**src/pold_pkg.sv**
```systemverilog
// Shared types, opcode constants and decode functions for the prefixed
// opcode length decoder. No dependencies; pold_decode, pold_out_reg and the top level use this package.
`timescale 1ns / 1ps
`default_nettype none

package pold_pkg;

    localparam logic [7:0] PREFIX_IX  = 8'hDD;
    localparam logic [7:0] PREFIX_IY  = 8'hFD;
    localparam logic [7:0] PREFIX_ED  = 8'hED;
    localparam logic [7:0] PREFIX_CB  = 8'hCB;
    localparam logic [7:0] MASK_YZ    = 8'hC7;
    localparam logic [7:0] MASK_PQ    = 8'hCF;
    localparam logic [7:0] MASK_JR    = 8'hE7;
    localparam logic [7:0] ALU_BASE   = 8'h80;
    localparam logic [7:0] OP_HALT    = 8'h76;
    localparam logic [3:0] LENGTH_MAX = 4'd15;

    typedef enum logic [2:0] {
        PH_START,
        PH_PAGEOP,
        PH_DISP,
        PH_IMM8,
        PH_WLO,
        PH_WHI,
        PH_REL
    } phase_t;

    typedef enum logic [1:0] {
        KIND_NONE = 2'd0,
        KIND_BYTE = 2'd1,
        KIND_WORD = 2'd2,
        KIND_REL  = 2'd3
    } imm_kind_t;

    typedef enum logic [1:0] {
        PAGE_MAIN = 2'd0,
        PAGE_CB   = 2'd1,
        PAGE_ED   = 2'd2
    } page_t;

    typedef enum logic [1:0] {
        INDEX_NONE = 2'd0,
        INDEX_IX   = 2'd1,
        INDEX_IY   = 2'd2
    } index_t;

    typedef struct packed {
        logic [15:0] start_address;
        logic [3:0]  length;
        index_t      index_select;
        page_t       page;
        logic [7:0]  opcode;
        logic        has_displacement;
        logic [7:0]  displacement;
        imm_kind_t   immediate_kind;
        logic [15:0] immediate;
        logic        undefined_ed;
    } result_t;

    // Operand kind that follows a main page opcode.
    function automatic imm_kind_t main_kind(input logic [7:0] op);
        if (op >= 8'h40 && op < 8'hC0) return KIND_NONE;
        if (op == 8'h01 || op == 8'h11 || op == 8'h21 || op == 8'h31) return KIND_WORD;
        if ((op & MASK_YZ) == 8'h06) return KIND_BYTE;
        if ((op & MASK_YZ) == 8'h04 || (op & MASK_YZ) == 8'h05 || (op & MASK_YZ) == 8'h03)
            return KIND_NONE;
        if ((op & MASK_PQ) == 8'h09) return KIND_NONE;
        if (op == 8'hD3 || op == 8'hDB) return KIND_BYTE;
        if (op == 8'hC3 || op == 8'hCD || op == 8'h22 || op == 8'h2A || op == 8'h32
            || op == 8'h3A)
            return KIND_WORD;
        if (op == 8'h10 || op == 8'h18 || (op & MASK_JR) == 8'h20) return KIND_REL;
        if ((op & MASK_YZ) == 8'hC2 || (op & MASK_YZ) == 8'hC4) return KIND_WORD;
        if ((op & MASK_YZ) == 8'hC6) return KIND_BYTE;
        return KIND_NONE;
    endfunction

    // An indexed main page opcode takes a displacement only where it names (HL).
    function automatic logic main_disp(input index_t idx, input logic [7:0] op);
        logic [2:0] a;
        logic [2:0] b;
        a = op[5:3];
        b = op[2:0];
        if (idx == INDEX_NONE) return 1'b0;
        if (op >= 8'h40 && op < ALU_BASE) return (op != OP_HALT) && (a == 3'd6 || b == 3'd6);
        if (op >= ALU_BASE && op < 8'hC0) return b == 3'd6;
        if ((op & MASK_YZ) == 8'h06 || (op & MASK_YZ) == 8'h04 || (op & MASK_YZ) == 8'h05)
            return a == 3'd6;
        return 1'b0;
    endfunction

    function automatic logic ed_word(input logic [7:0] op);
        return (op & MASK_PQ) == 8'h43 || (op & MASK_PQ) == 8'h4B;
    endfunction

    function automatic logic ed_undef(input logic [7:0] op);
        logic [7:0] lo;
        lo = op & MASK_YZ;
        if (lo == 8'h40 || lo == 8'h41 || lo == 8'h42 || lo == 8'h44 || lo == 8'h45
            || lo == 8'h46)
            return 1'b0;
        if (ed_word(op)) return 1'b0;
        case (op)
            8'h47, 8'h4F, 8'h57, 8'h5F, 8'h67, 8'h6F,
            8'hA0, 8'hA1, 8'hA2, 8'hA3, 8'hA8, 8'hA9, 8'hAA, 8'hAB,
            8'hB0, 8'hB1, 8'hB2, 8'hB3, 8'hB8, 8'hB9, 8'hBA, 8'hBB: return 1'b0;
            default: return 1'b1;
        endcase
    endfunction

endpackage

`default_nettype wire

```
**src/pold_in_reg.sv**
```systemverilog
// Input register for code bytes and their addresses.
// Depends on nothing but the clock and reset.
`timescale 1ns / 1ps
`default_nettype none

module pold_in_reg (
    input  wire logic        clk,
    input  wire logic        rst_n,
    input  wire logic        in_valid,
    output logic             in_ready,
    input  wire logic [7:0]  in_byte,
    input  wire logic [15:0] in_addr,
    output logic             held_valid,
    input  wire logic        held_take,
    output logic [7:0]       held_byte,
    output logic [15:0]      held_addr
);

    logic        valid_reg;
    logic [7:0]  byte_reg;
    logic [15:0] addr_reg;

    // A new word may enter in the same cycle as the held one is consumed.
    assign in_ready   = !valid_reg || held_take;
    assign held_valid = valid_reg;
    assign held_byte  = byte_reg;
    assign held_addr  = addr_reg;

    always_ff @(posedge clk or negedge rst_n)
    begin
        if (!rst_n)
        begin
            valid_reg <= 1'b0;
        end
        else if (in_ready)
        begin
            valid_reg <= in_valid;
        end
    end

    always_ff @(posedge clk)
    begin
        if (in_valid && in_ready)
        begin
            byte_reg <= in_byte;
            addr_reg <= in_addr;
        end
    end

endmodule

`default_nettype wire

```
**src/pold_decode.sv**
```systemverilog
// Instruction splitting state machine: held instruction fields and the
// single-pass step for one code byte. Depends on pold_pkg.
`timescale 1ns / 1ps
`default_nettype none

module pold_decode (
    input  wire logic        clk,
    input  wire logic        rst_n,
    input  wire logic        byte_valid,
    output logic             byte_take,
    input  wire logic [7:0]  code_byte,
    input  wire logic [15:0] byte_address,
    input  wire logic        result_room,
    output logic             result_load,
    output pold_pkg::result_t result
);

    pold_pkg::phase_t    phase_reg, phase_next, phase_step;
    logic [15:0]         start_reg, start_next, cur_start;
    pold_pkg::index_t    index_reg, index_next, cur_index;
    pold_pkg::page_t     page_reg, page_next, cur_page;
    logic [7:0]          op_reg, op_next, cur_op;
    logic [7:0]          disp_reg, disp_next, cur_disp;
    logic [7:0]          low_reg, low_next, cur_low;
    logic [3:0]          count_reg, count_next, cur_count;
    logic                emit;
    logic                clear;
    pold_pkg::imm_kind_t kind;
    logic                disp_taken;
    logic [15:0]         rel_target;

    // Step: the held fields as this byte updates them, and whether it ends
    // an instruction.
    always_comb
    begin
        cur_start  = (phase_reg == pold_pkg::PH_START && count_reg == 4'd0)
                     ? byte_address : start_reg;
        cur_count  = (count_reg == pold_pkg::LENGTH_MAX) ? count_reg : count_reg + 4'd1;
        cur_index  = index_reg;
        cur_page   = page_reg;
        cur_op     = op_reg;
        cur_disp   = disp_reg;
        cur_low    = low_reg;
        phase_step = phase_reg;
        emit       = 1'b0;
        clear      = 1'b0;
        kind       = pold_pkg::KIND_NONE;
        case (phase_reg)
            pold_pkg::PH_START:
            begin
                if (code_byte == pold_pkg::PREFIX_IX)
                begin
                    cur_index = pold_pkg::INDEX_IX;
                end
                else if (code_byte == pold_pkg::PREFIX_IY)
                begin
                    cur_index = pold_pkg::INDEX_IY;
                end
                else if (code_byte == pold_pkg::PREFIX_ED)
                begin
                    cur_page   = pold_pkg::PAGE_ED;
                    phase_step = pold_pkg::PH_PAGEOP;
                end
                else if (code_byte == pold_pkg::PREFIX_CB)
                begin
                    // Indexed CB puts the displacement before the opcode.
                    cur_page   = pold_pkg::PAGE_CB;
                    phase_step = (index_reg != pold_pkg::INDEX_NONE)
                                 ? pold_pkg::PH_DISP : pold_pkg::PH_PAGEOP;
                end
                else
                begin
                    cur_page = pold_pkg::PAGE_MAIN;
                    cur_op   = code_byte;
                    if (pold_pkg::main_disp(index_reg, code_byte))
                    begin
                        phase_step = pold_pkg::PH_DISP;
                    end
                    else
                    begin
                        case (pold_pkg::main_kind(code_byte))
                            pold_pkg::KIND_BYTE: phase_step = pold_pkg::PH_IMM8;
                            pold_pkg::KIND_WORD: phase_step = pold_pkg::PH_WLO;
                            pold_pkg::KIND_REL:  phase_step = pold_pkg::PH_REL;
                            default:             emit = 1'b1;
                        endcase
                    end
                end
            end
            pold_pkg::PH_PAGEOP:
            begin
                cur_op = code_byte;
                if (page_reg == pold_pkg::PAGE_ED && pold_pkg::ed_word(code_byte))
                begin
                    phase_step = pold_pkg::PH_WLO;
                end
                else
                begin
                    emit = 1'b1;
                end
            end
            pold_pkg::PH_DISP:
            begin
                cur_disp = code_byte;
                if (page_reg == pold_pkg::PAGE_CB)
                begin
                    phase_step = pold_pkg::PH_PAGEOP;
                end
                else if (pold_pkg::main_kind(op_reg) == pold_pkg::KIND_BYTE)
                begin
                    phase_step = pold_pkg::PH_IMM8;
                end
                else
                begin
                    emit = 1'b1;
                end
            end
            pold_pkg::PH_IMM8:
            begin
                emit = 1'b1;
                kind = pold_pkg::KIND_BYTE;
            end
            pold_pkg::PH_WLO:
            begin
                cur_low    = code_byte;
                phase_step = pold_pkg::PH_WHI;
            end
            pold_pkg::PH_WHI:
            begin
                emit = 1'b1;
                kind = pold_pkg::KIND_WORD;
            end
            pold_pkg::PH_REL:
            begin
                emit = 1'b1;
                kind = pold_pkg::KIND_REL;
            end
            default:
            begin
                clear = 1'b1;
            end
        endcase
    end

    // A byte that finishes an instruction waits until the result register has room.
    assign byte_take   = byte_valid && (!emit || result_room);
    assign result_load = byte_take && emit;

    assign rel_target = byte_address + 16'd1 + {{8{code_byte[7]}}, code_byte};

    // Result record built from the updated fields.
    always_comb
    begin
        case (cur_page)
            pold_pkg::PAGE_CB: disp_taken = (cur_index != pold_pkg::INDEX_NONE);
            pold_pkg::PAGE_ED: disp_taken = 1'b0;
            default:           disp_taken = pold_pkg::main_disp(cur_index, cur_op);
        endcase
        result.start_address    = cur_start;
        result.length           = cur_count;
        result.index_select     = cur_index;
        result.page             = cur_page;
        result.opcode           = cur_op;
        result.has_displacement = disp_taken;
        result.displacement     = disp_taken ? cur_disp : 8'd0;
        result.immediate_kind   = kind;
        case (kind)
            pold_pkg::KIND_BYTE: result.immediate = {8'd0, code_byte};
            pold_pkg::KIND_WORD: result.immediate = {code_byte, cur_low};
            pold_pkg::KIND_REL:  result.immediate = rel_target;
            default:             result.immediate = 16'd0;
        endcase
        result.undefined_ed = (cur_page == pold_pkg::PAGE_ED) && pold_pkg::ed_undef(cur_op);
    end

    // Next state: a finished instruction clears everything it held.
    always_comb
    begin
        if (emit || clear)
        begin
            phase_next = pold_pkg::PH_START;
            start_next = 16'd0;
            index_next = pold_pkg::INDEX_NONE;
            page_next  = pold_pkg::PAGE_MAIN;
            op_next    = 8'd0;
            disp_next  = 8'd0;
            low_next   = 8'd0;
            count_next = 4'd0;
        end
        else
        begin
            phase_next = phase_step;
            start_next = cur_start;
            index_next = cur_index;
            page_next  = cur_page;
            op_next    = cur_op;
            disp_next  = cur_disp;
            low_next   = cur_low;
            count_next = cur_count;
        end
    end

    always_ff @(posedge clk or negedge rst_n)
    begin
        if (!rst_n)
        begin
            phase_reg <= pold_pkg::PH_START;
            start_reg <= 16'd0;
            index_reg <= pold_pkg::INDEX_NONE;
            page_reg  <= pold_pkg::PAGE_MAIN;
            op_reg    <= 8'd0;
            disp_reg  <= 8'd0;
            low_reg   <= 8'd0;
            count_reg <= 4'd0;
        end
        else if (byte_take)
        begin
            phase_reg <= phase_next;
            start_reg <= start_next;
            index_reg <= index_next;
            page_reg  <= page_next;
            op_reg    <= op_next;
            disp_reg  <= disp_next;
            low_reg   <= low_next;
            count_reg <= count_next;
        end
    end

`ifndef SYNTHESIS
    a_count_cleared: assert property (@(posedge clk) disable iff (!rst_n)
        result_load |=> (count_reg == 4'd0 && phase_reg == pold_pkg::PH_START))
        else $error("held byte count not cleared after a result");
    a_undef_page: assert property (@(posedge clk) disable iff (!rst_n)
        result_load && result.undefined_ed |-> result.page == pold_pkg::PAGE_ED)
        else $error("undefined flag raised outside the ED page");
    a_disp_index: assert property (@(posedge clk) disable iff (!rst_n)
        result_load && result.has_displacement |-> result.index_select != pold_pkg::INDEX_NONE)
        else $error("displacement reported without an index prefix");
    a_load_room: assert property (@(posedge clk) disable iff (!rst_n)
        result_load |-> result_room && result.length != 4'd0)
        else $error("result loaded without room or with zero length");
`endif

endmodule

`default_nettype wire

```
**src/pold_out_reg.sv**
```systemverilog
// Result register between the decoder and the output stream.
// Depends on pold_pkg for the result record.
`timescale 1ns / 1ps
`default_nettype none

module pold_out_reg (
    input  wire logic         clk,
    input  wire logic         rst_n,
    input  wire logic         load,
    input  wire pold_pkg::result_t result_in,
    output logic              room,
    output logic              out_valid,
    input  wire logic         out_ready,
    output pold_pkg::result_t result_out
);

    logic              valid_reg;
    pold_pkg::result_t result_reg;

    // The register may be refilled in the cycle its word leaves.
    assign room       = !valid_reg || out_ready;
    assign out_valid  = valid_reg;
    assign result_out = result_reg;

    always_ff @(posedge clk or negedge rst_n)
    begin
        if (!rst_n)
        begin
            valid_reg <= 1'b0;
        end
        else if (room)
        begin
            valid_reg <= load;
        end
    end

    always_ff @(posedge clk)
    begin
        if (load)
        begin
            result_reg <= result_in;
        end
    end

endmodule

`default_nettype wire

```
**src/prefixed_opcode_length_decoder_core.sv**
```systemverilog
// Prefixed opcode length decoder, top level: stream ports and packing.
// Depends on pold_pkg, pold_in_reg, pold_decode and pold_out_reg.
//
// The block takes one code byte per clock with its address and splits the
// stream into instructions: index prefixes, CB/ED/main opcode, displacement
// and operand bytes. For each finished instruction it sends one result word;
// other bytes send nothing. A byte is held in the input register and is
// decoded in a single pass into the result register, from which its result
// word is offered. Sustained rate is one byte per cycle while the result
// register drains, as the decoder state updates once per byte. A full result
// register that is not drained stalls only bytes that finish an instruction.
`timescale 1ns / 1ps
`default_nettype none

module prefixed_opcode_length_decoder_core (
    input  wire logic        clk,
    input  wire logic        rst_n,
    input  wire logic        s_tvalid,
    output logic             s_tready,
    // code_byte [7:0], byte_address [23:8]
    input  wire logic [23:0] s_tdata,
    output logic             m_tvalid,
    input  wire logic        m_tready,
    // start_address [15:0], length [19:16], opcode [27:20], displacement [35:28],
    // immediate [51:36], zero [55:52]
    output logic [55:0]      m_tdata,
    // index_select [1:0], page [3:2], has_displacement [4], immediate_kind [6:5],
    // undefined_ed [7]
    output logic [7:0]       m_tuser
);

    logic              held_valid;
    logic              held_take;
    logic [7:0]        held_byte;
    logic [15:0]       held_addr;
    logic              result_room;
    logic              result_load;
    pold_pkg::result_t result;
    pold_pkg::result_t out_result;

    pold_in_reg u_in_reg (
        .clk        (clk),
        .rst_n      (rst_n),
        .in_valid   (s_tvalid),
        .in_ready   (s_tready),
        .in_byte    (s_tdata[7:0]),
        .in_addr    (s_tdata[23:8]),
        .held_valid (held_valid),
        .held_take  (held_take),
        .held_byte  (held_byte),
        .held_addr  (held_addr)
    );

    pold_decode u_decode (
        .clk          (clk),
        .rst_n        (rst_n),
        .byte_valid   (held_valid),
        .byte_take    (held_take),
        .code_byte    (held_byte),
        .byte_address (held_addr),
        .result_room  (result_room),
        .result_load  (result_load),
        .result       (result)
    );

    pold_out_reg u_out_reg (
        .clk        (clk),
        .rst_n      (rst_n),
        .load       (result_load),
        .result_in  (result),
        .room       (result_room),
        .out_valid  (m_tvalid),
        .out_ready  (m_tready),
        .result_out (out_result)
    );

    assign m_tdata = {4'd0,
                      out_result.immediate,
                      out_result.displacement,
                      out_result.opcode,
                      out_result.length,
                      out_result.start_address};

    assign m_tuser = {out_result.undefined_ed,
                      out_result.immediate_kind,
                      out_result.has_displacement,
                      out_result.page,
                      out_result.index_select};

endmodule

`default_nettype wire
```
**config.mk**
```make
export PLATFORM = sky130hd
export DESIGN_NAME = prefixed_opcode_length_decoder_core
export DESIGN_NICKNAME = d
export VERILOG_FILES = /design/src/pold_pkg.sv /design/src/pold_in_reg.sv /design/src/pold_decode.sv /design/src/pold_out_reg.sv /design/src/prefixed_opcode_length_decoder_core.sv
export SDC_FILE = /design/constraint.sdc
export NUM_CORES = 1
export LEC_CHECK = 0
export ABC_CLOCK_PERIOD_IN_PS = 7300
export BUFFER_PORTS_ARGS = -buffer_cell sky130_fd_sc_hd__buf_4
export CAP_MARGIN = 10
export CORE_MARGIN = 1
export CORE_UTILIZATION = 35
export DETAILED_ROUTE_END_ITERATION = 16
export GPL_ROUTABILITY_DRIVEN = 0
export PLACE_DENSITY_LB_ADDON = 0.08
export SYNTH_ARGS = -nofsm -noshare
export SYNTH_HDL_FRONTEND = slang
export SYNTH_HIERARCHICAL = 1
export SYNTH_SLANG_ARGS = --single-unit
```
**constraint.sdc**
```tcl
create_clock -name clk -period 7.3 [get_ports clk]
set_input_delay 0.73 -clock clk [delete_from_list [all_inputs] [get_ports clk]]
set_output_delay 0.73 -clock clk [all_outputs]
set_load 0.01 [all_outputs]
```
==> results of run 1 <==
-- power groups by stage --
stage / Sequential [uW] / Combinational (uW) / Clock (uW)
after global routing: 1430 / 1600 / 880
after global placement: 1390 / 1450 / 0
after CTS: 1390 / 1470 / 848
after detailed placement: 1400 / 1470 / 0
after floorplan: 1440 / 884 / 0
final: 1390 / 1450 / 823
-- critical path, delay by kind of cell (launching register included) --
family	cells	cell delay, ns
buffers and inverters	4	1.08
adders and majority gates	1	0.30
and+or+nand+nor	2	0.51
AOI/OAI and AO/OA	4	0.99
DFF	1	0.93
-- cell usage after synthesis, drive strengths merged (3+ instances only) --
master   n  share of area [%]
a32o    10                1.4
and2     4               0.40
nand3    8               0.56
xnor2   10                1.2
xor2     8               0.98
edfxtp  84                 35
nand2   66                3.5
and3     3               0.26
nand3b   4               0.42
nor3     5               0.35
nand2b  21                2.1
inv     56                2.9
o31ai   23                2.4
a21o     8               0.84
or2      5               0.44
nor3b    4               0.49
buf     28                2.5
and3b    4               0.49
dfrtp   53                 19
a22o    10                1.2
ha      26                4.5
nor2    30                1.7
a21oi   25                1.8
mux2i   19                2.7
clkbuf  10               0.52
nor2b    5               0.44
a31oi    6               0.52
o21a     4               0.42
o21ai   49                3.5
o22ai    8               0.70
or3      7               0.68
-- worst min path at each step --
stage,endpoint,slack [ns],depth (start not counted)
after floorplan,u_decode/count_reg[0],0.43,0
after global placement,u_decode/start_reg[15],0.46,2
after detailed placement,u_decode/start_reg[15],0.47,2
after CTS,u_decode/start_reg[8],0.39,1
after global routing,u_decode/start_reg[8],0.40,1
final,u_decode/start_reg[8],0.36,1
-- area by class of cell --
type / instances / share of cell area (%)
clock buffers: 18 / 5.12
clock inverters: 14 / 1.49
inverters: 56 / 2.45
multi-input cells: 422 / 34.1
flip-flops and latches: 137 / 44.9
well taps: 265 / 3.87
repair buffers: 92 / 8.06
-- metal layers --
| layer | GRT usage [%] | vias up |
|---|---|---|
| li1 | - | 2504 |
| met3 | 3.55 | 29 |
| met4 | 7.53 | 0 |
| met1 | 22.1 | 2590 |
| met2 | 29.1 | 158 |
| met5 | 0 | - |
-- cells by family (layout without fill, tap and decap cells) --
| logic type | Yosys count | count (layout) | synth area share (%) |
|---|---|---|---|
| and+or+nand+nor | 181 | 181 | 13.6 |
| AOI/OAI and AO/OA | 171 | 171 | 16.7 |
| DFF | 137 | 137 | 53.7 |
| buffers and inverters | 94 | 180 | 5.94 |
| adders and majority gates | 27 | 27 | 4.82 |
| muxes | 21 | 21 | 3.02 |
| xor gates and xnor gates | 18 | 18 | 2.20 |
| other | 1 | 4 | 0.0523 |
-- per-stage QoR --
step / hold WS [ns] / setup WS (ns)
finish: 0.361 / 2.27
global route: 0.404 / 2.03
CTS: 0.387 / 2.32
detailed placement: 0.468 / 2.81
global placement: 0.461 / 2.94
floorplan: 0.434 / 1.71
==> reports/metrics.yaml, run 1 <==
status: "finished clean"
grt_pass1_wl_um: 28500
max_freq_ghz: 0.199
postLayoutCoreUtil_pct: 43.3
p_sw_uw: 1420
power_density_mw_per_mm2: 428
io_buffers: 89
die_h_um: 145
required_ns: 6.57
worstSkewPairLatency_ns: 0.43
critPathCaptureType: "output port"
synth_edf_count: 84
wl_met1_um: 7820
drv_slew: 0
coreArea_mm2: 0.0198
syn_area_mm2: 0.00717
worst-slew-pin-transition_ns: 0.895
dp.cells: 972
sw_frac_of_total_pct: 38.8
reg2reg_slack_ns: 2.85
antennaDiodeCount: 0
place.detailed.hpwl_um: 12500
top_layer_used: "met4"
nets: 781
fin_crit_sh_pct: 68.9
wl_um: 17900
crit_type: "reg2out"
regArea_mm2: 0.00385
holdBufCountCts: 0
routedWlPerCell_um: 17.9
drc_errors: 0
min_period_ns: 5.03
final_antenna_net_count: 0
largest_reg_flops: 60
comb_power_share_pct: 39.7
drt-pass1-iter-count: 5
cp_slowest_cell: "edfxtp_1"
areaGrowthSynthToFinish_pct: 19.6
r2r-start: "u_in_reg/held_byte[7]"
rows: 51
grt_pass1_vias: 5293
slowest_delay_ns: 0.93
reg2reg_to: "u_in_reg/held_addr[11]"
leakagePower_uw: 0.00371
die_w_um: 145
intPower_uw: 2240
final_layout_size_suffix_gt1_share_pct: 20.0
grt_overflow: 0
postCtsSetupBuffers: 0
final_common_cell: "buf_4"
cts.sinks: 137
io_pins: 94
rsz0062_at_grt: "false"
clk_pin_slew_worst_paths_ns: 0.07
final_area_mm2: 0.00857
route.met3.wl_um: 784
mostFrequentLayoutCells: "buf_4 (92), edfxtp_1 (84), nand2_1 (66), inv_1 (55), dfrtp_1 (53)"
drtIter0Drc: 395
cts_tree: "done"
multi_input_area_mm2: 0.00292
n_fill_cell: 1905
tns_ns: 0
async_flop_share_pct: 38.7
skew_ns: 0.00831
startpoint: "u_in_reg/held_byte[7]"
yosysSeqAreaShare_pct: 53.7
vias_per_cell: 5.26
num_vias: 5281
postSynthAreaPerCell_um2: 11.0
place_area_mm2: 0.00800
grtUsageTotal_pct: 17.5
synth-main-ff-cell: "edfxtp_1"
wl_met2_um: 8900
pwr-share-seq_pct: 37.9
die_area_mm2: 0.0210
clk_path_buf_depth: 2
ys_warn_count: 6
peakVddDrop_mv: 0.165
ys_types: 82
r2r_cells: 11
maxCapViolCount: 0
grt_max_degree: 66
p_total_uw: 3660
synth_cells: 650
holdCritPathClass: "in2async"
stdcell_count: 1004
antenna_found_initial: 0
p_clk_share_pct: 22.5
cts_buffers: 17
setup_viol_count_final: 0
endpoint: "s_tready"
start_util_pct: 36.2
synth_seq_cells: 137
path_cells: "inv_1, ha_1, or2_2, o221ai_1, a211oi_2, a211oi_2, o21ai_4, buf_4, inv_2, nand2b_4, buf_4"
crit_path_max_fanout: 65
startpoint_type: "flip-flop"
ctsResizeCount: 0
h-tree-depth: 4
slew_headroom_pct: 40.1
cts_root_buf: "clkbuf_16"
hold_violations: 0
crit_arrival_ns: 4.30
Note: power is estimated with default switching activity, not from simulation.
==> inputs of run 2 (changes only) <==
- ABC_AREA: unset -> 1
- ABC_CLOCK_PERIOD_IN_PS: 7300 -> 4550
- clock period: 7.3 -> 4.55 ns (I/O delays scaled with it)
==> run 2 against run 1 <==
Against the previous run:
- total power increased by 73%
- register-to-register slack got worse by 1.9 ns
- sequential share of layout area is 1.0 points lower
- area after synthesis is 1.6% higher
- final cell count is 18% higher
- critical endpoint unchanged
- largest cell class unchanged
- largest power group unchanged
==> reports/metrics.yaml, run 2 <==
ys_warn_count: 6  # unchanged
whs_ns: 0.109  # was 0.361 ns
syn_area_mm2: 0.00728  # was 0.00717 mm^2
max_freq_ghz: 0.263
clk_pin_slew_worst_paths_ns: 0.06  # was 0.07 ns
grt_max_degree: 89  # was 66
grt_pass1_wl_um: 29700  # was 28,500 um
io_pins: 94  # unchanged
io_buffers: 89  # unchanged
grtUsageTotal_pct: 18.0  # was 17.5%
final_layout_size_suffix_gt1_share_pct: 21.2  # was 20.0%
die_h_um: 146  # was 145 um
peakVddDrop_mv: 0.404  # was 0.165 mV
place_area_mm2: 0.00818  # was 0.00800 mm^2
setup_viol_count_final: 0  # unchanged
drtIter0Drc: 346  # was 395
synth_area_leader_cell: "edfxtp_1"  # unchanged
slew_headroom_pct: 39.3  # was 40.1%
async_flop_share_pct: 38.7  # unchanged
synth_cells: 809  # was 650
synth_top_area_share_pct: 34.6  # was 35.2%
n_fill_cell: 1987  # was 1,905
worstSkewPairLatency_ns: 0.42  # was 0.43 ns
postSynthAreaPerCell_um2: 9.00  # was 11.0 um^2
holdBufCountCts: 0  # unchanged
coreArea_mm2: 0.0203  # was 0.0198 mm^2
p_total_uw: 6330  # was 3660 uW
antennaDiodeCount: 0  # unchanged
ys_top_cells_by_count: "nand2_1 (244), edfxtp_1 (84), inv_1 (72)"  # was edfxtp_1 (84), nand2_1 (66), inv_1 (55)
die_area_mm2: 0.0214  # was 0.0210 mm^2
start_util_pct: 35.9  # was 36.2%
num_vias: 5758  # was 5,281
h-tree-depth: 4  # unchanged
leakagePower_uw: 0.00390  # was 0.00371 uW
largest_reg_flops: 60  # unchanged
grt_pass1_vias: 5579  # was 5,293
crit_path_max_fanout: 18  # was 65
clk_path_buf_depth: 2  # unchanged
min_period_ns: 3.80
fin_crit_sh_pct: 83.6
rows: 52  # was 51
cts_tree: "done"  # unchanged
areaGrowthSynthToFinish_pct: 20.5  # was 19.6%
drc_errors: 0  # unchanged
critPathCaptureType: "output port"  # unchanged
holdCritPathClass: "in2async"  # unchanged
worst-slew-pin-transition_ns: 0.911  # was 0.895 ns
power_density_mw_per_mm2: 722  # was 428 mW/mm^2
final_common_cell: "nand2_1"  # was buf_4
synth_area_leaders: "edfxtp_1 (35%), dfrtp_1 (18%), nand2_1 (13%), ha_1 (4.5%), inv_1 (3.7%)"  # was edfxtp_1 (35%), dfrtp_1 (19%), ha_1 (4.5%), nand2_1 (3.5%), inv_1 (2.9%)
ctsResizeCount: 0  # unchanged
skew_ns: 0.00812  # was 0.00831 ns
startpoint_type: "flip-flop"  # unchanged
drt-pass1-iter-count: 5  # unchanged
wl_met2_um: 9080  # was 8900 um
wl_um: 18500  # was 17,900 um
top_layer_used: "met4"  # unchanged
drv_slew: 0  # unchanged
rsz0062_at_grt: "false"  # unchanged
required_ns: 4.09  # was 6.57 ns
synth-main-ff-cell: "edfxtp_1"  # unchanged
final_antenna_net_count: 0  # unchanged
synth_most_common_cell: "nand2_1"  # was edfxtp_1
place.detailed.hpwl_um: 13000  # was 12,500 um
crit_arrival_ns: 3.35  # was 4.30 ns
cts_buffers: 17  # unchanged
synth_edf_count: 84  # unchanged
antenna_found_initial: 0  # unchanged
grt_overflow: 0  # unchanged
yosysSeqAreaShare_pct: 52.9  # was 53.7%
cts.sinks: 137  # unchanged
vias_per_cell: 4.88  # was 5.26
synth_seq_cells: 137  # unchanged
nets: 952  # was 781
wl_met1_um: 8520  # was 7820 um
final_area_mm2: 0.00877  # was 0.00857 mm^2
tns_ns: 0  # unchanged
crit_type: "reg2out"  # unchanged
status: "finished clean"  # unchanged
die_w_um: 146  # was 145 um
hold_violations: 0  # unchanged
cts_root_buf: "clkbuf_16"  # unchanged
ys_types: 46  # was 82
mostFrequentLayoutCells: "nand2_1 (244), buf_4 (93), edfxtp_1 (84), inv_1 (71), dfrtp_1 (53)"  # was buf_4 (92), edfxtp_1 (84), nand2_1 (66), inv_1 (55), dfrtp_1 (53)
route.met3.wl_um: 752  # was 784 um
routedWlPerCell_um: 15.7  # was 17.9 um
maxCapViolCount: 0  # unchanged
postCtsSetupBuffers: 0  # unchanged
## run 2: cell types whose count changed after synthesis, sizes merged, moves of 19 or more
cell,previous run,this run
nor2,30,59
o31ai,23,0
mux2i,19,0
o21ai,49,89
inv,56,80
nand2b,21,0
nand2,66,263
nand3,8,32
## run 2: layer usage
layer	GRT usage, %	vias to the layer above
li1	-	2856
met1	23.8	2731
met2	29.9	162
met3	3.50	9
met4	4.84	0
met5	0	-
## run 2: layout make-up
cell class | count | area, um^2 | share of cell area, %
clock inverter | 14 | 163 | 1.85
multi-input combinational | 566 | 2970 | 33.9
clock buffer | 18 | 429 | 4.89
timing repair buffer | 94 | 718 | 8.19
inverter | 81 | 304 | 3.47
sequential | 137 | 3850 | 43.9
tap | 270 | 338 | 3.85
## run 2: report_power, final
| part | total (uW) | leakage, uW | internal (uW) | switching (uW) |
|---|---|---|---|---|
| Clock | 1390 | 0.000277 | 822 | 572 |
| Combinational | 2720 | 0.00208 | 963 | 1750 |
| Sequential | 2220 | 0.00154 | 1980 | 246 |
## run 2: worst max-delay path, stage by stage (launching register included)
cell and delay, ns:
edfxtp_1 0.68, inv_1 0.28, ha_1 0.22, inv_1 0.05, nor2_1 0.13, nand3_1 0.12, nand3_1 0.11, o21ai_1 0.07
nand2_1 0.08, nand2_1 0.13, nand4_4 0.11, nand2_4 0.08, a21oi_2 0.49, inv_1 0.15, nand2_1 0.12, buf_4 0.13
## run 2: stage by stage
step | worst slack [ns] | std cells | utilization [%]
final | 0.747 | 1180 | 43.2
after CTS | 0.740 | 1180 | 43.2
after detailed placement | 0.923 | 1148 | 40.3
after global routing | 0.397 | 1180 | 43.2
after floorplan | 0.732 | 812 | -
after global placement | 1.04 | 1148 | 40.3
## run 2: cells by family (layout without fill, tap and decap cells)
family / after synthesis / after routing / share of synthesized area, %
other: 1 / 4 / 0.0515
xor gates and xnor gates: 5 / 5 / 0.601
muxes: 14 / 14 / 2.16
adders and majority gates: 27 / 27 / 4.74
DFF: 137 / 137 / 52.9
and+or+nand+nor: 376 / 376 / 22.7
buffers and inverters: 109 / 207 / 6.53
AOI/OAI and AO/OA: 140 / 140 / 10.4
## run 2: path summary, 6_finish.rpt
path | slack [ns] | endpoint | cells after the start | from
max | 0.75 | s_tready | 15 | u_in_reg/held_byte[7]
min | 0.11 | u_decode/disp_reg[0] | 1 | rst_n
max reg2reg | 0.93 | u_out_reg/result_out[17] | 15 | u_in_reg/held_byte[7]
min reg2reg | 0.48 | u_decode/disp_reg[1] | 2 | u_decode/disp_reg[1]
max in group asynchronous | 3.93 | u_decode/start_reg[15] | 1 | rst_n
min in group clk | 0.21 | u_in_reg/held_addr[13] | 1 | s_tdata[21]
==> inputs of run 3 (changes only) <==
- ABC_CLOCK_PERIOD_IN_PS: 4550 -> 4000
- clock period: 4.55 -> 4 ns (I/O delays scaled with it)
==> run 3 against run 2 <==
Against the previous run:
- clock power rose by 19%
- non-clock buffer count increased by 5
- first-iteration DRC count increased by 16%
- critical path type unchanged
- critical endpoint unchanged
- largest cell class unchanged
- highest routed layer unchanged
==> reports/metrics.yaml, run 3 (same netlist as run 2, synthesis figures left out) <==
status: "finished clean"  # unchanged
peakVddDrop_mv: 0.357  # was 0.404 mV
dp.cells: 1153  # was 1,148
pre_cts_ws_ns: 0.848  # was 0.923 ns
cts_root_buf: "clkbuf_16"  # unchanged
die_area_mm2: 0.0214  # unchanged
place.detailed.hpwl_um: 13400  # was 13,000 um
cts.sinks: 137  # unchanged
final_antenna_net_count: 0  # unchanged
required_ns: 3.60  # was 4.09 ns
holdCritPathClass: "in2async"  # unchanged
max_freq_ghz: 0.294
postCtsSetupBuffers: 0  # unchanged
h-tree-depth: 4  # unchanged
r2r_cells: 16  # was 15
r2r-start: "u_in_reg/held_byte[6]"  # was u_in_reg/held_byte[7]
whs_ns: 0.0526  # was 0.109 ns
reg2reg_to: "u_in_reg/held_addr[14]"  # was u_out_reg/result_out[17]
antennaDiodeCount: 0  # unchanged
leakagePower_uw: 0.00396  # was 0.00390 uW
grt_pass1_wl_um: 29800  # was 29,700 um
crit_path_max_fanout: 9  # was 18
worst-slew-pin-transition_ns: 0.750  # was 0.911 ns
power_density_mw_per_mm2: 828  # was 722 mW/mm^2
drt-pass1-iter-count: 5  # unchanged
fin_crit_sh_pct: 85.1
io_pins: 94  # unchanged
worstSkewPairLatency_ns: 0.42  # about the same
final_common_cell: "nand2_1"  # unchanged
rsz0062_at_grt: "false"  # unchanged
grt_pass1_vias: 5420  # was 5,579
die_h_um: 146  # unchanged
crit_arrival_ns: 3.00  # was 3.35 ns
hold_violations: 0  # unchanged
grtUsageTotal_pct: 18.1  # was 18.0%
cts_tree: "done"  # unchanged
stdcell_count: 1185  # was 1,180
min_period_ns: 3.40
mostFrequentLayoutCells: "nand2_1 (244), buf_4 (95), edfxtp_1 (84), inv_1 (71), dfrtp_1 (53)"  # was nand2_1 (244), buf_4 (93), edfxtp_1 (84), inv_1 (71), dfrtp_1 (53)
tns_ns: 0  # unchanged
drv_slew: 0  # unchanged
grt_max_degree: 57  # was 89
reg2reg_slack_ns: 0.83  # was 0.93 ns
clk_pin_slew_worst_paths_ns: 0.06  # about the same
nets: 957  # was 952
vias_per_cell: 4.89  # was 4.88
skew_ns: 0.00838  # was 0.00812 ns
largest_reg_flops: 60  # unchanged
ctsResizeCount: 0  # unchanged
holdBufCountCts: 0  # unchanged
antenna_found_initial: 0  # unchanged
wl_um: 18500  # about the same
die_w_um: 146  # unchanged
n_fill_cell: 1992  # was 1,987
slew_headroom_pct: 50.0  # was 39.3%
coreArea_mm2: 0.0203  # unchanged
io_buffers: 89  # unchanged
critPathCaptureType: "output port"  # unchanged
crit_type: "reg2out"  # unchanged
setup_viol_count_final: 0  # unchanged
p_total_uw: 7360  # was 6330 uW
cts_buffers: 17  # unchanged
clk_path_buf_depth: 2  # unchanged
startpoint_type: "flip-flop"  # unchanged
rows: 52  # unchanged
drtIter0Drc: 403  # was 346
maxCapViolCount: 0  # unchanged
final_layout_size_suffix_gt1_share_pct: 21.7  # was 21.2%
num_vias: 5792  # was 5,758
setup_ws_ns: 0.596  # was 0.747 ns
start_util_pct: 35.9  # unchanged
drc_errors: 0  # unchanged
areaGrowthSynthToFinish_pct: 22.0  # was 20.5%
grt_overflow: 0  # unchanged
routedWlPerCell_um: 15.6  # was 15.7 um
[run 3: cell types whose count changed in the layout (fill, tap and decap cells not counted), moves of 2 or more]
| cell | previous run | this run |
|---|---|---|
| clkbuf_8 | 0 | 3 |
| buf_4 | 93 | 95 |
| clkinvlp_4 | 4 | 2 |
| clkinv_4 | 1 | 3 |
| buf_12 | 1 | 4 |
| inv_6 | 6 | 3 |
[run 3: layout make-up]
type	count	area [um^2]	area share, %
flip-flops and latches	137	3850	43.3
inverters	81	304	3.42
clock inverters	12	163	1.83
repair buffers	99	793	8.93
well taps	270	338	3.80
multi-input cells	566	2970	33.5
clock buffers	20	467	5.25
[run 3: where the power goes]
group          switching, uW  internal (uW)  total (uW)
registers                259           2250        2510
clock network            626           1040        1660
logic                   2020           1170        3190
total                   2900           4460        7360
[run 3: layer usage]
layer / track usage (%) / up-vias / routed length [um] / share of wire, %
met4: 6.30 / 0 / 243 / 1.3
met2: 30.0 / 158 / 9270 / 50
li1: - / 2878 / - / -
met1: 23.8 / 2740 / 8160 / 44
met3: 3.28 / 16 / 863 / 4.7
met5: 0 / - / 0 / 0
[run 3: worst max path at each step]
stage                               start  slack (ns)               endpoint  cells after the start
floorplan           u_in_reg/held_byte[7]        0.18  u_in_reg/held_addr[0]                     16
global placement    u_in_reg/held_byte[6]        0.99  u_in_reg/held_addr[5]                     16
detailed placement  u_in_reg/held_byte[6]        0.85  u_in_reg/held_addr[9]                     16
CTS                 u_in_reg/held_byte[6]        0.57               s_tready                     16
global route        u_in_reg/held_byte[6]        0.28               s_tready                     16
finish              u_in_reg/held_byte[6]        0.60               s_tready                     16
[run 3: worst max-delay path: stages (launching register included)]
cell      delay, ns
edfxtp_1       0.54
inv_1          0.23
ha_1           0.21
inv_1          0.05
nor2_1         0.12
nand3_1        0.11
nand3_1        0.10
o21ai_1        0.07
nand2_1        0.08
nand2_1        0.13
nand4_4        0.11
nand2_4        0.08
a21oi_2        0.25
buf_4          0.21
inv_1          0.07
nand2_1        0.10
buf_4          0.13
[run 3: per-stage QoR]
step | util (%) | area (um^2)
4_1_cts | 43.8 | 8890
5_1_grt | 43.8 | 8890
6_report | 43.8 | 8890
3_5_place_dp | 40.7 | 8260
2_1_floorplan | - | 7290
3_3_place_gp | 40.7 | 8260
